$ cat config.mk
export PLATFORM = sky130hd
export DESIGN_NAME = colormap_interpolator_flat
export DESIGN_NICKNAME = d
export VERILOG_FILES = /design/src/cmi_pkg.sv /design/src/cmi_if.sv /design/src/cmi_queue.sv /design/src/cmi_front.sv /design/src/cmi_back.sv /design/src/colormap_interpolator.sv /design/src/flat_wrapper.sv
export SDC_FILE = /design/constraint.sdc
export NUM_CORES = 2
export LEC_CHECK = 0
export BUFFER_PORTS_ARGS = -buffer_cell sky130_fd_sc_hd__buf_2
export CAP_MARGIN = 20
export CORE_ASPECT_RATIO = 1.25
export CORE_MARGIN = 2
export CORE_UTILIZATION = 55
export DETAILED_ROUTE_END_ITERATION = 12
export PLACE_DENSITY = 0.76
export SETUP_SLACK_MARGIN = 0.02
export SKIP_LAST_GASP = 1
export SYNTH_ARGS = -nofsm -noshare
export SYNTH_HDL_FRONTEND = slang
export SYNTH_SLANG_ARGS = --single-unit
export TNS_END_PERCENT = 10
$ cat constraint.sdc
create_clock -name clk -period 9.59 [get_ports clk]
set_input_delay 0.959 -clock clk [delete_from_list [all_inputs] [get_ports clk]]
set_output_delay 0.959 -clock clk [all_outputs]
set_load 0.02 [all_outputs]
$ cat src/cmi_pkg.sv
// shared constants, codes and helpers for the colormap interpolator
package cmi_pkg;

  // fixed field widths of the channels
  localparam int OPCODE_W      = 1;
  localparam int ENTRY_INDEX_W = 6;
  localparam int COLOR_W       = 32;
  localparam int SAMPLE_W      = 32;
  localparam int COUNT_W       = 7;
  localparam int LANES         = 4;
  localparam int LANE_W        = 8;

  // entry count widths: saturated count fits 9 bits, count minus one fits 8
  localparam int COUNT_EXT_W = 9;
  localparam int NM1_W       = 8;

  // defaults for the top-level parameters
  localparam int TABLE_DEPTH_DEF   = 64;
  localparam int FRACTION_BITS_DEF = 16;

  // entries in use after reset
  localparam logic [COUNT_W-1:0] COUNT_RESET = 7'd64;

  // depth of the queue between front and back
  localparam int QUEUE_DEPTH = 4;

  // input opcodes
  localparam logic [OPCODE_W-1:0] OP_LOAD = 1'b0;
  localparam logic [OPCODE_W-1:0] OP_MAP  = 1'b1;

  // job modes carried through the queue
  localparam int MODE_W = 2;
  typedef logic [MODE_W-1:0] mode_t;
  localparam mode_t MODE_LOAD  = 2'd0;
  localparam mode_t MODE_ZERO  = 2'd1;
  localparam mode_t MODE_BLEND = 2'd2;

  // width of one packed job word
  function automatic int job_width(int idx_w, int frac_w);
    return MODE_W + 2 * idx_w + frac_w + COLOR_W;
  endfunction

endpackage

$ cat src/cmi_if.sv
// channel interfaces: input transactions and result transactions

interface cmi_in_if;
  import cmi_pkg::*;

  logic                       valid;
  logic                       ready;
  logic [OPCODE_W-1:0]        opcode;
  logic [ENTRY_INDEX_W-1:0]   entry_index;
  logic [COLOR_W-1:0]         entry_color;
  logic signed [SAMPLE_W-1:0] sample;
  logic                       not_finite;

  modport source (
    output valid, opcode, entry_index, entry_color, sample, not_finite,
    input  ready
  );
  modport sink (
    input  valid, opcode, entry_index, entry_color, sample, not_finite,
    output ready
  );
endinterface

interface cmi_out_if;
  import cmi_pkg::*;

  logic               valid;
  logic               ready;
  logic [COLOR_W-1:0] pixel_color;

  modport source (output valid, pixel_color, input ready);
  modport sink   (input valid, pixel_color, output ready);
endinterface

$ cat src/cmi_queue.sv
// small register queue that decouples the front from the back
module cmi_queue #(
  parameter int WIDTH = 8,
  parameter int DEPTH = cmi_pkg::QUEUE_DEPTH
) (
  input  logic             clk,
  input  logic             rst_n,
  input  logic             push,
  input  logic [WIDTH-1:0] push_data,
  output logic             full,
  input  logic             pop,
  output logic             head_valid,
  output logic [WIDTH-1:0] head_data
);
  import cmi_pkg::*;

  localparam int PTR_W = (DEPTH > 1) ? $clog2(DEPTH) : 1;
  localparam int CNT_W = $clog2(DEPTH + 1);
  localparam logic [PTR_W-1:0] LAST_PTR = PTR_W'(DEPTH - 1);
  localparam logic [CNT_W-1:0] FULL_CNT = CNT_W'(DEPTH);

  logic [WIDTH-1:0] slot_r [DEPTH];
  logic [PTR_W-1:0] wr_ptr_r, wr_ptr_nxt;
  logic [PTR_W-1:0] rd_ptr_r, rd_ptr_nxt;
  logic [CNT_W-1:0] count_r, count_nxt;

  assign full       = (count_r == FULL_CNT);
  assign head_valid = (count_r != '0);
  assign head_data  = slot_r[rd_ptr_r];

  // pointer and count update
  always_comb begin
    wr_ptr_nxt = wr_ptr_r;
    rd_ptr_nxt = rd_ptr_r;
    count_nxt  = count_r;
    if (push) begin
      wr_ptr_nxt = (wr_ptr_r == LAST_PTR) ? '0 : wr_ptr_r + 1'b1;
    end
    if (pop) begin
      rd_ptr_nxt = (rd_ptr_r == LAST_PTR) ? '0 : rd_ptr_r + 1'b1;
    end
    if (push && !pop) begin
      count_nxt = count_r + 1'b1;
    end else if (pop && !push) begin
      count_nxt = count_r - 1'b1;
    end
  end

  always_ff @(posedge clk) begin
    if (!rst_n) begin
      wr_ptr_r <= '0;
      rd_ptr_r <= '0;
      count_r  <= '0;
    end else begin
      wr_ptr_r <= wr_ptr_nxt;
      rd_ptr_r <= rd_ptr_nxt;
      count_r  <= count_nxt;
    end
  end

  // slot storage
  always_ff @(posedge clk) begin
    if (push) begin
      slot_r[wr_ptr_r] <= push_data;
    end
  end

endmodule

$ cat src/cmi_front.sv
// front: accepts transactions, holds the entry count, classifies and scales samples
module cmi_front #(
  parameter int TABLE_DEPTH   = cmi_pkg::TABLE_DEPTH_DEF,
  parameter int FRACTION_BITS = cmi_pkg::FRACTION_BITS_DEF,
  parameter int JOB_W         = cmi_pkg::job_width($clog2(TABLE_DEPTH), FRACTION_BITS)
) (
  input  logic                        clk,
  input  logic                        rst_n,
  input  logic                        cfg_we,
  input  logic [cmi_pkg::COUNT_W-1:0] cfg_wdata,
  cmi_in_if.sink                      in_ch,
  output logic                        q_push,
  output logic [JOB_W-1:0]            q_data,
  input  logic                        q_full
);
  import cmi_pkg::*;

  localparam int IDX_W  = $clog2(TABLE_DEPTH);
  localparam int PROD_W = FRACTION_BITS + NM1_W;
  localparam logic [COUNT_EXT_W-1:0] DEPTH_EXT = COUNT_EXT_W'(TABLE_DEPTH);
  localparam logic [COUNT_EXT_W-1:0] MIN_EXT   = COUNT_EXT_W'(2);

  typedef struct packed {
    mode_t                    mode;
    logic [IDX_W-1:0]         addr_a;
    logic [IDX_W-1:0]         addr_b;
    logic [FRACTION_BITS-1:0] frac;
    logic [COLOR_W-1:0]       color;
  } job_t;

  logic [COUNT_W-1:0]     count_r;
  logic                   s1_v_r;
  mode_t                  s1_mode_r;
  logic [IDX_W-1:0]       s1_idx_r;
  logic [COLOR_W-1:0]     s1_color_r;
  logic [PROD_W-1:0]      s1_prod_r;

  logic [COUNT_EXT_W-1:0] n_ext, n_sat, n_m1_ext;
  logic [NM1_W-1:0]       n_m1;
  logic [COUNT_EXT_W-1:0] load_idx_ext;
  logic                   accept, keep;
  logic                   le_zero, ge_one;
  logic [PROD_W-1:0]      prod_mul, prod_sel;
  mode_t                  mode_sel;
  logic [IDX_W-1:0]       map_idx;
  job_t                   job;

  // entry count register
  always_ff @(posedge clk) begin
    if (!rst_n) begin
      count_r <= COUNT_RESET;
    end else if (cfg_we) begin
      count_r <= cfg_wdata;
    end
  end

  // saturate the entry count to the table
  always_comb begin
    n_ext = COUNT_EXT_W'(count_r);
    if (n_ext < MIN_EXT) begin
      n_sat = MIN_EXT;
    end else if (n_ext > DEPTH_EXT) begin
      n_sat = DEPTH_EXT;
    end else begin
      n_sat = n_ext;
    end
    n_m1_ext = n_sat - 1'b1;
    n_m1     = n_m1_ext[NM1_W-1:0];
  end

  assign in_ch.ready = !s1_v_r || !q_full;
  assign accept      = in_ch.valid && in_ch.ready;

  // classify the incoming transaction
  always_comb begin
    load_idx_ext = COUNT_EXT_W'(in_ch.entry_index);
    le_zero  = in_ch.sample[SAMPLE_W-1] || (in_ch.sample == '0);
    ge_one   = !in_ch.sample[SAMPLE_W-1] &&
               (in_ch.sample[SAMPLE_W-1:FRACTION_BITS] != '0);
    prod_mul = PROD_W'(in_ch.sample[FRACTION_BITS-1:0]) * PROD_W'(n_m1);
    if (le_zero) begin
      prod_sel = '0;
    end else if (ge_one) begin
      prod_sel = {n_m1, {FRACTION_BITS{1'b0}}};
    end else begin
      prod_sel = prod_mul;
    end
    if (in_ch.opcode == OP_LOAD) begin
      mode_sel = MODE_LOAD;
      keep     = (load_idx_ext < DEPTH_EXT);
    end else if (in_ch.not_finite) begin
      mode_sel = MODE_ZERO;
      keep     = 1'b1;
    end else begin
      mode_sel = MODE_BLEND;
      keep     = 1'b1;
    end
  end

  // stage register after the multiplier
  always_ff @(posedge clk) begin
    if (!rst_n) begin
      s1_v_r <= 1'b0;
    end else if (in_ch.ready) begin
      s1_v_r <= accept && keep;
    end
  end

  always_ff @(posedge clk) begin
    if (accept) begin
      s1_mode_r  <= mode_sel;
      s1_idx_r   <= load_idx_ext[IDX_W-1:0];
      s1_color_r <= in_ch.entry_color;
      s1_prod_r  <= prod_sel;
    end
  end

  // split the scaled sample into index and fraction
  // a zero fraction reads the same entry twice, so the top entry never reads past it
  always_comb begin
    map_idx    = s1_prod_r[FRACTION_BITS +: IDX_W];
    job.mode   = s1_mode_r;
    job.color  = s1_color_r;
    if (s1_mode_r == MODE_LOAD) begin
      job.addr_a = s1_idx_r;
      job.addr_b = s1_idx_r;
      job.frac   = '0;
    end else begin
      job.addr_a = map_idx;
      job.addr_b = (s1_prod_r[FRACTION_BITS-1:0] == '0) ? map_idx : map_idx + 1'b1;
      job.frac   = s1_prod_r[FRACTION_BITS-1:0];
    end
  end

  assign q_push = s1_v_r && !q_full;
  assign q_data = job;

endmodule

$ cat src/cmi_back.sv
// back: owns the colour table, reads two neighbors and blends the four channels
module cmi_back #(
  parameter int TABLE_DEPTH   = cmi_pkg::TABLE_DEPTH_DEF,
  parameter int FRACTION_BITS = cmi_pkg::FRACTION_BITS_DEF,
  parameter int JOB_W         = cmi_pkg::job_width($clog2(TABLE_DEPTH), FRACTION_BITS)
) (
  input  logic             clk,
  input  logic             rst_n,
  input  logic             q_valid,
  input  logic [JOB_W-1:0] q_data,
  output logic             q_pop,
  cmi_out_if.source        out_ch
);
  import cmi_pkg::*;

  localparam int IDX_W = $clog2(TABLE_DEPTH);
  localparam int MUL_W = LANE_W + 1 + FRACTION_BITS + 1;

  typedef struct packed {
    mode_t                    mode;
    logic [IDX_W-1:0]         addr_a;
    logic [IDX_W-1:0]         addr_b;
    logic [FRACTION_BITS-1:0] frac;
    logic [COLOR_W-1:0]       color;
  } job_t;

  logic [COLOR_W-1:0]       table_mem [TABLE_DEPTH];
  logic [COLOR_W-1:0]       rd_a_r, rd_b_r;
  logic [FRACTION_BITS-1:0] b1_frac_r;
  logic                     b1_zero_r;
  logic                     b1_v_r;
  logic                     out_v_r;
  logic [COLOR_W-1:0]       out_data_r;

  job_t                     head;
  logic                     head_is_load;
  logic                     out_take, b1_ready, rd_en;
  logic [COLOR_W-1:0]       blend_w;

  assign head         = q_data;
  assign head_is_load = (head.mode == MODE_LOAD);
  assign out_take     = !out_v_r || out_ch.ready;
  assign b1_ready     = !b1_v_r || out_take;
  assign q_pop        = q_valid && (head_is_load || b1_ready);
  assign rd_en        = q_pop && !head_is_load;

  // table write for load transactions
  always_ff @(posedge clk) begin
    if (q_pop && head_is_load) begin
      table_mem[head.addr_a] <= head.color;
    end
  end

  // registered read of the two neighboring entries
  always_ff @(posedge clk) begin
    if (rd_en) begin
      rd_a_r    <= table_mem[head.addr_a];
      rd_b_r    <= table_mem[head.addr_b];
      b1_frac_r <= head.frac;
      b1_zero_r <= (head.mode == MODE_ZERO);
    end
  end

  always_ff @(posedge clk) begin
    if (!rst_n) begin
      b1_v_r <= 1'b0;
    end else if (b1_ready) begin
      b1_v_r <= rd_en;
    end
  end

  // per-channel blend a + ((b - a) * frac) >> fraction bits
  always_comb begin
    logic signed [MUL_W-1:0] diff;
    logic signed [MUL_W-1:0] frac_s;
    logic signed [MUL_W-1:0] mul;
    logic signed [MUL_W-1:0] shifted;
    logic [LANE_W-1:0]       ca, cb;
    blend_w = '0;
    for (int l = 0; l < LANES; l++) begin
      ca      = rd_a_r[l*LANE_W +: LANE_W];
      cb      = rd_b_r[l*LANE_W +: LANE_W];
      diff    = $signed(MUL_W'(cb)) - $signed(MUL_W'(ca));
      frac_s  = $signed(MUL_W'(b1_frac_r));
      mul     = diff * frac_s;
      shifted = mul >>> FRACTION_BITS;
      blend_w[l*LANE_W +: LANE_W] = ca + shifted[LANE_W-1:0];
    end
  end

  // output register
  always_ff @(posedge clk) begin
    if (!rst_n) begin
      out_v_r <= 1'b0;
    end else if (out_take) begin
      out_v_r <= b1_v_r;
    end
  end

  always_ff @(posedge clk) begin
    if (out_take && b1_v_r) begin
      out_data_r <= b1_zero_r ? '0 : blend_w;
    end
  end

  assign out_ch.valid       = out_v_r;
  assign out_ch.pixel_color = out_data_r;

  // read data must hold while the blend stage waits on the output
  a_hold_read: assert property (@(posedge clk) disable iff (!rst_n)
    (b1_v_r && !out_take) |=> (b1_v_r && $stable(rd_a_r) && $stable(rd_b_r)))
    else $error("blend stage lost its read data under stall");

  // a popped map transaction always lands in the blend stage
  a_map_lands: assert property (@(posedge clk) disable iff (!rst_n)
    (q_pop && !head_is_load) |=> b1_v_r)
    else $error("map transaction dropped after pop");

  // a result only appears after the blend stage held one
  a_out_source: assert property (@(posedge clk) disable iff (!rst_n)
    $rose(out_v_r) |-> $past(b1_v_r))
    else $error("result raised without a blend stage transaction");

endmodule

$ cat src/colormap_interpolator.sv
// colormap interpolator top level: front, queue and back
//
// Usage:
//   in_ch carries load and map transactions. A load (opcode 0) writes
//   entry_color into table entry entry_index and gives no result; a load
//   beyond the table is dropped. A map (opcode 1) turns a Q15.16 sample into
//   a 32-bit colour on out_ch: 0 when not_finite is set, the first entry at
//   or below zero, the last entry in use at or above one, else a linear blend
//   of two neighboring entries, per 8-bit channel, truncated.
//   cfg_we/cfg_wdata set the number of entries in use (2..table depth after
//   saturation); write it only while no transaction is in flight.
// Timing:
//   one transaction per cycle sustained while out_ch.ready is high; a map
//   result passes the sample scaling register, queue, table read register
//   and output register. Loads and maps keep their order through the queue.
// Reset:
//   entries in use returns to 64, queue and pipeline empty; the table keeps
//   whatever it held and must be loaded before use.
// Stall:
//   when out_ch.ready is low the output and blend stages hold, the queue
//   fills, and in_ch.ready drops once the queue and scaling stage are full.
module colormap_interpolator #(
  parameter int TABLE_DEPTH   = cmi_pkg::TABLE_DEPTH_DEF,
  parameter int FRACTION_BITS = cmi_pkg::FRACTION_BITS_DEF
) (
  input  logic                        clk,
  input  logic                        rst_n,
  input  logic                        cfg_we,
  input  logic [cmi_pkg::COUNT_W-1:0] cfg_wdata,
  cmi_in_if.sink                      in_ch,
  cmi_out_if.source                   out_ch
);
  import cmi_pkg::*;

  localparam int IDX_W = $clog2(TABLE_DEPTH);
  localparam int JOB_W = job_width(IDX_W, FRACTION_BITS);

  logic             q_push, q_full, q_pop, q_valid;
  logic [JOB_W-1:0] q_in_data, q_out_data;

  // classify and scale
  cmi_front #(
    .TABLE_DEPTH   (TABLE_DEPTH),
    .FRACTION_BITS (FRACTION_BITS),
    .JOB_W         (JOB_W)
  ) u_front (
    .clk       (clk),
    .rst_n     (rst_n),
    .cfg_we    (cfg_we),
    .cfg_wdata (cfg_wdata),
    .in_ch     (in_ch),
    .q_push    (q_push),
    .q_data    (q_in_data),
    .q_full    (q_full)
  );

  // decoupling queue
  cmi_queue #(
    .WIDTH (JOB_W),
    .DEPTH (QUEUE_DEPTH)
  ) u_queue (
    .clk        (clk),
    .rst_n      (rst_n),
    .push       (q_push),
    .push_data  (q_in_data),
    .full       (q_full),
    .pop        (q_pop),
    .head_valid (q_valid),
    .head_data  (q_out_data)
  );

  // table and blend
  cmi_back #(
    .TABLE_DEPTH   (TABLE_DEPTH),
    .FRACTION_BITS (FRACTION_BITS),
    .JOB_W         (JOB_W)
  ) u_back (
    .clk     (clk),
    .rst_n   (rst_n),
    .q_valid (q_valid),
    .q_data  (q_out_data),
    .q_pop   (q_pop),
    .out_ch  (out_ch)
  );

endmodule

$ cat src/flat_wrapper.sv
// flat-port wrapper written by rule: the top's interface ports become plain ports
module colormap_interpolator_flat import cmi_pkg::*;
#(
  parameter int TABLE_DEPTH   = cmi_pkg::TABLE_DEPTH_DEF,
  parameter int FRACTION_BITS = cmi_pkg::FRACTION_BITS_DEF
)
  (clk, rst_n, cfg_we, cfg_wdata, in_ch_valid, in_ch_opcode, in_ch_entry_index, in_ch_entry_color, in_ch_sample, in_ch_not_finite, in_ch_ready, out_ch_valid, out_ch_pixel_color, out_ch_ready);
  cmi_in_if in_ch_i ();
  cmi_out_if out_ch_i ();
  input  logic clk;
  input  logic rst_n;
  input  logic cfg_we;
  input  logic [cmi_pkg::COUNT_W-1:0] cfg_wdata;
  input wire logic [$bits(in_ch_i.valid)-1:0] in_ch_valid;
  input wire logic [$bits(in_ch_i.opcode)-1:0] in_ch_opcode;
  input wire logic [$bits(in_ch_i.entry_index)-1:0] in_ch_entry_index;
  input wire logic [$bits(in_ch_i.entry_color)-1:0] in_ch_entry_color;
  input wire logic [$bits(in_ch_i.sample)-1:0] in_ch_sample;
  input wire logic [$bits(in_ch_i.not_finite)-1:0] in_ch_not_finite;
  output wire logic [$bits(in_ch_i.ready)-1:0] in_ch_ready;
  output wire logic [$bits(out_ch_i.valid)-1:0] out_ch_valid;
  output wire logic [$bits(out_ch_i.pixel_color)-1:0] out_ch_pixel_color;
  input wire logic [$bits(out_ch_i.ready)-1:0] out_ch_ready;
  assign in_ch_i.valid = in_ch_valid;
  assign in_ch_i.opcode = in_ch_opcode;
  assign in_ch_i.entry_index = in_ch_entry_index;
  assign in_ch_i.entry_color = in_ch_entry_color;
  assign in_ch_i.sample = in_ch_sample;
  assign in_ch_i.not_finite = in_ch_not_finite;
  assign in_ch_ready = in_ch_i.ready;
  assign out_ch_valid = out_ch_i.valid;
  assign out_ch_pixel_color = out_ch_i.pixel_color;
  assign out_ch_i.ready = out_ch_ready;
  colormap_interpolator #(.TABLE_DEPTH(TABLE_DEPTH), .FRACTION_BITS(FRACTION_BITS)) u_core (.clk(clk), .rst_n(rst_n), .cfg_we(cfg_we), .cfg_wdata(cfg_wdata), .in_ch(in_ch_i), .out_ch(out_ch_i));
endmodule
==> summary.txt <==
Setup path
  – CP Class: reg -> reg
  – Crit path top cell by count: fa_1
  – CP startpoint kind: flip-flop
  – CP max stage delay: 500 ps
  – Worst Path Arrival: 9750 ps
  – CP max FO: 4
  – Reg2Reg Depth: 35
  – RR Endpoint: u_core.u_back.out_ch.pixel_color[23]$_SDFFCE_PP0P_
  – CP Data Required Time: 10350 ps
  – Setup slack, reg-to-reg: 600 ps
  – Crit path max-delay cell type: fa_1
  – Nature of the critical path endpoint: flip-flop
  – Reg-to-Reg Start: u_core.u_back.rd_a_r[17]$_DFFE_PP_

Synth
  – Mux cell area share after synthesis: 0.115
  – Largest family of logic cells by synthesized area: multiplexers
  – Yosys reg bits: 2490
  – Area share of xor/xnor cells in the synthesized design: 0.00655
  – Synth Area in Simple Gates: 0.0581
  – Netlist Area Pre-Place: 129000 um2
  – Netlist cell types: 79
  – Async set or reset register ratio after synthesis: 0
  – Compound-Gate Fraction of Synth Area: 0.102
  – EDFF count, synth: 2471
  – Syn Inst Count: 8371
  – YS warnings: 0
  – Top_reg_cell synth: edfxtp_1
  – Synth Area in Adders: 0.107
  – Post-synthesis sequential area ratio: 0.577
  – Mean post-synth cell area: 15.4 um2

Detailed routing
  – Met3 WL: 60.1 mm
  – Initial DRC Count: 15200
  – Avg WL per Cell: 34.9 um
  – First drt pass iteration count: 9
  – Top sig layer: met5
  – Via Count: 85900
  – Antenna-violating nets left: 0
  – # DRC: 0
  – Vias per inst: 7.33
  – Post-Route M1 WL: 128 mm
  – Routed wire length on met2: 186 mm
  – Detailed Route WL: 409 mm

STA
  – Max-Slew Margin vs Limit: 0.103
  – Peak Freq: 111 MHz
  – Fin. Hold Viols: 0
  – Final worst path period need: 8990 ps
  – Tightest Pin Transition: 1350 ps
  – Clock Skew: 87.3 ps
  – Pins Over Slew Limit: 0
  – RSZ-0062 raised after global routing: true
  – Final worst path period share: 0.937
  – Worst hold slack: 232 ps
  – # setup viols final: 0

Die
  – # rows: 198
  – Die X: 437 um
  – Die boundary height: 546 um
  – Initial Utilization: 0.554
  – DIE AREA: 239000 um2
  – IO Pins: 118
  – Core Area: 233000 um2

Layout
  – Area growth syn-to-layout: 9.95%
  – Nets@finish: 9315
  – Most frequent cells in the layout: edfxtp_1 (2471), mux4_2 (597), a22oi_1 (584), inv_1 (519), fa_1 (484)
  – Commonest non-fill, non-tap cell in the layout: edfxtp_1
  – Proportion of layout cells with a drive suffix above 1: 0.169
  – Layout Cells excl Fill: 11700

GRT
  – Vias in the first global route: 86300
  – Pin count of the biggest net entering global routing: 130
  – GRT Total Usage: 0.338
  – Initial antenna violation count: 26
  – Global-route wire length before repair: 586 mm
  – Total grt overflow: 0

Min path
  – Hold Path Origin: in_ch_entry_color[9]
  – WHS Path Cells: 1
  – Hold Path End: u_core.u_front.s1_color_r[9]$_DFFE_PP_
  – Hold WC Path Type: in -> reg

Clock tree
  – H-tree Lvls: 4
  – Root Driver: clkbuf_16
  – Number of clock buffers inserted by TritonCTS: 236
  – CTS tree: yes
  – Skew-Pair Late Insertion Delay: 940 ps
  – # clock sinks: 2490
  – Longest Clk Path Bufs: 4
  – Worst-path clk slew: 60 ps
  – Hold-fix buffers, CTS: 0

Job
  – Max_cap viols: 0

Placement
  – DP Cell Count: 11300
  – Placed wire-length estimate: 243 mm
  – Gpl congestion: 0.906
  – Buffers on Ports: 117

Run status
  – Status: completed
## logic make-up after synthesis
family                     after synthesis
DFF                                   2490
other                                    2
xor gates and xnor gates                95
and+or+nand+nor                       1365
adders and majority gates              813
muxes                                  730
AOI/OAI and AO/OA                     1785
buffers and inverters                 1091
## layer usage
layer	up-vias	global-route usage
li1	33200	-
met1	42900	0.402
met2	7785	0.522
met3	2001	0.111
met4	30	0.232
met5	-	0
## worst max-delay path: cells and delay by family, from the launching register on
| family | cells | cell delay (ps) |
|---|---|---|
| DFF | 1 | 450 |
| buffers and inverters | 5 | 400 |
| xor gates and xnor gates | 2 | 270 |
| and+or+nand+nor | 7 | 1340 |
| adders and majority gates | 8 | 3290 |
| AOI/OAI and AO/OA | 13 | 3120 |
## state kept, by name, indices dropped and copies added (netlist names), 3 cells and up, named ones only
signal,flops
u_core.u_front.s1_idx_r,6
u_core.u_back.out_ch.pixel_color,32
u_core.u_back.b1_frac_r,16
u_core.u_front.s1_prod_r,22
u_core.u_front.s1_color_r,32
u_core.u_queue.slot_r,248
u_core.u_back.table_mem,2048
u_core.u_back.rd_a_r,32
u_core.u_front.count_r,7
u_core.u_queue.count_r,3
u_core.u_back.rd_b_r,32
## area by class of cell
class                   instances  area, um2
diodes                         15       37.5
clock buffers                 288       6160
clock inverters               135       1400
fillers                     16400      91100
inverters                     520       1950
multi-input cells            4802      50900
flip-flops and latches       2490      74600
well taps                    3100       3880
repair buffers                368       3100
## cells in the mapped netlist, types with 125 or more instances
library cell	count	share of area
nor2b_1	175	0.0085
and2_1	290	0.014
a211oi_1	187	0.011
fa_1	484	0.075
nor2_1	227	0.0066
mux2i_1	125	0.0097
inv_1	519	0.015
a22oi_1	584	0.034
mux4_2	603	0.11
a31oi_1	202	0.0098
nand2_1	212	0.0062
a21oi_1	180	0.0070
a221oi_1	217	0.015
ha_1	329	0.032
clkbuf_1	315	0.0092
nand2b_1	142	0.0069
buf_2	164	0.0064
a22o_1	215	0.015
edfxtp_1	2471	0.57
## worst max path at each step
stage,start,to,slack [ps],cells past startpoint
finish,u_core.u_back.rd_a_r[17]$_DFFE_PP_,u_core.u_back.out_ch.pixel_color[23]$_SDFFCE_PP0P_,600,35
global route,u_core.u_back.rd_a_r[9]$_DFFE_PP_,u_core.u_back.out_ch.pixel_color[15]$_SDFFCE_PP0P_,-50,34
CTS,u_core.u_back.rd_a_r[9]$_DFFE_PP_,u_core.u_back.out_ch.pixel_color[15]$_SDFFCE_PP0P_,250,34
detailed placement,u_core.u_back.rd_a_r[9]$_DFFE_PP_,u_core.u_back.out_ch.pixel_color[15]$_SDFFCE_PP0P_,240,34
global placement,u_core.u_back.rd_a_r[17]$_DFFE_PP_,u_core.u_back.out_ch.pixel_color[23]$_SDFFCE_PP0P_,300,35
floorplan,u_core.u_back.rd_a_r[17]$_DFFE_PP_,u_core.u_back.out_ch.pixel_color[23]$_SDFFCE_PP0P_,860,34
## timing repair
action / CTS / global route
setup buffers: 0 / 2
gates resized for setup: 0 / 12
setup endpoints to repair: 0 / 3
## per-stage QoR
step	setup WS, ps	utilization	setup TNS, ps	instance area [um2]
6_report	600	0.609	0	142000
5_1_grt	-53.6	0.609	-89.4	142000
4_1_cts	250	0.607	0	141000
3_5_place_dp	244	0.575	0	134000
3_3_place_gp	296	0.574	0	134000
2_1_floorplan	861	-	0	129000
Power is left out: the tool's default activity adds up to more than one toggle a clock period on the data nets, which glitch-free logic cannot reach.
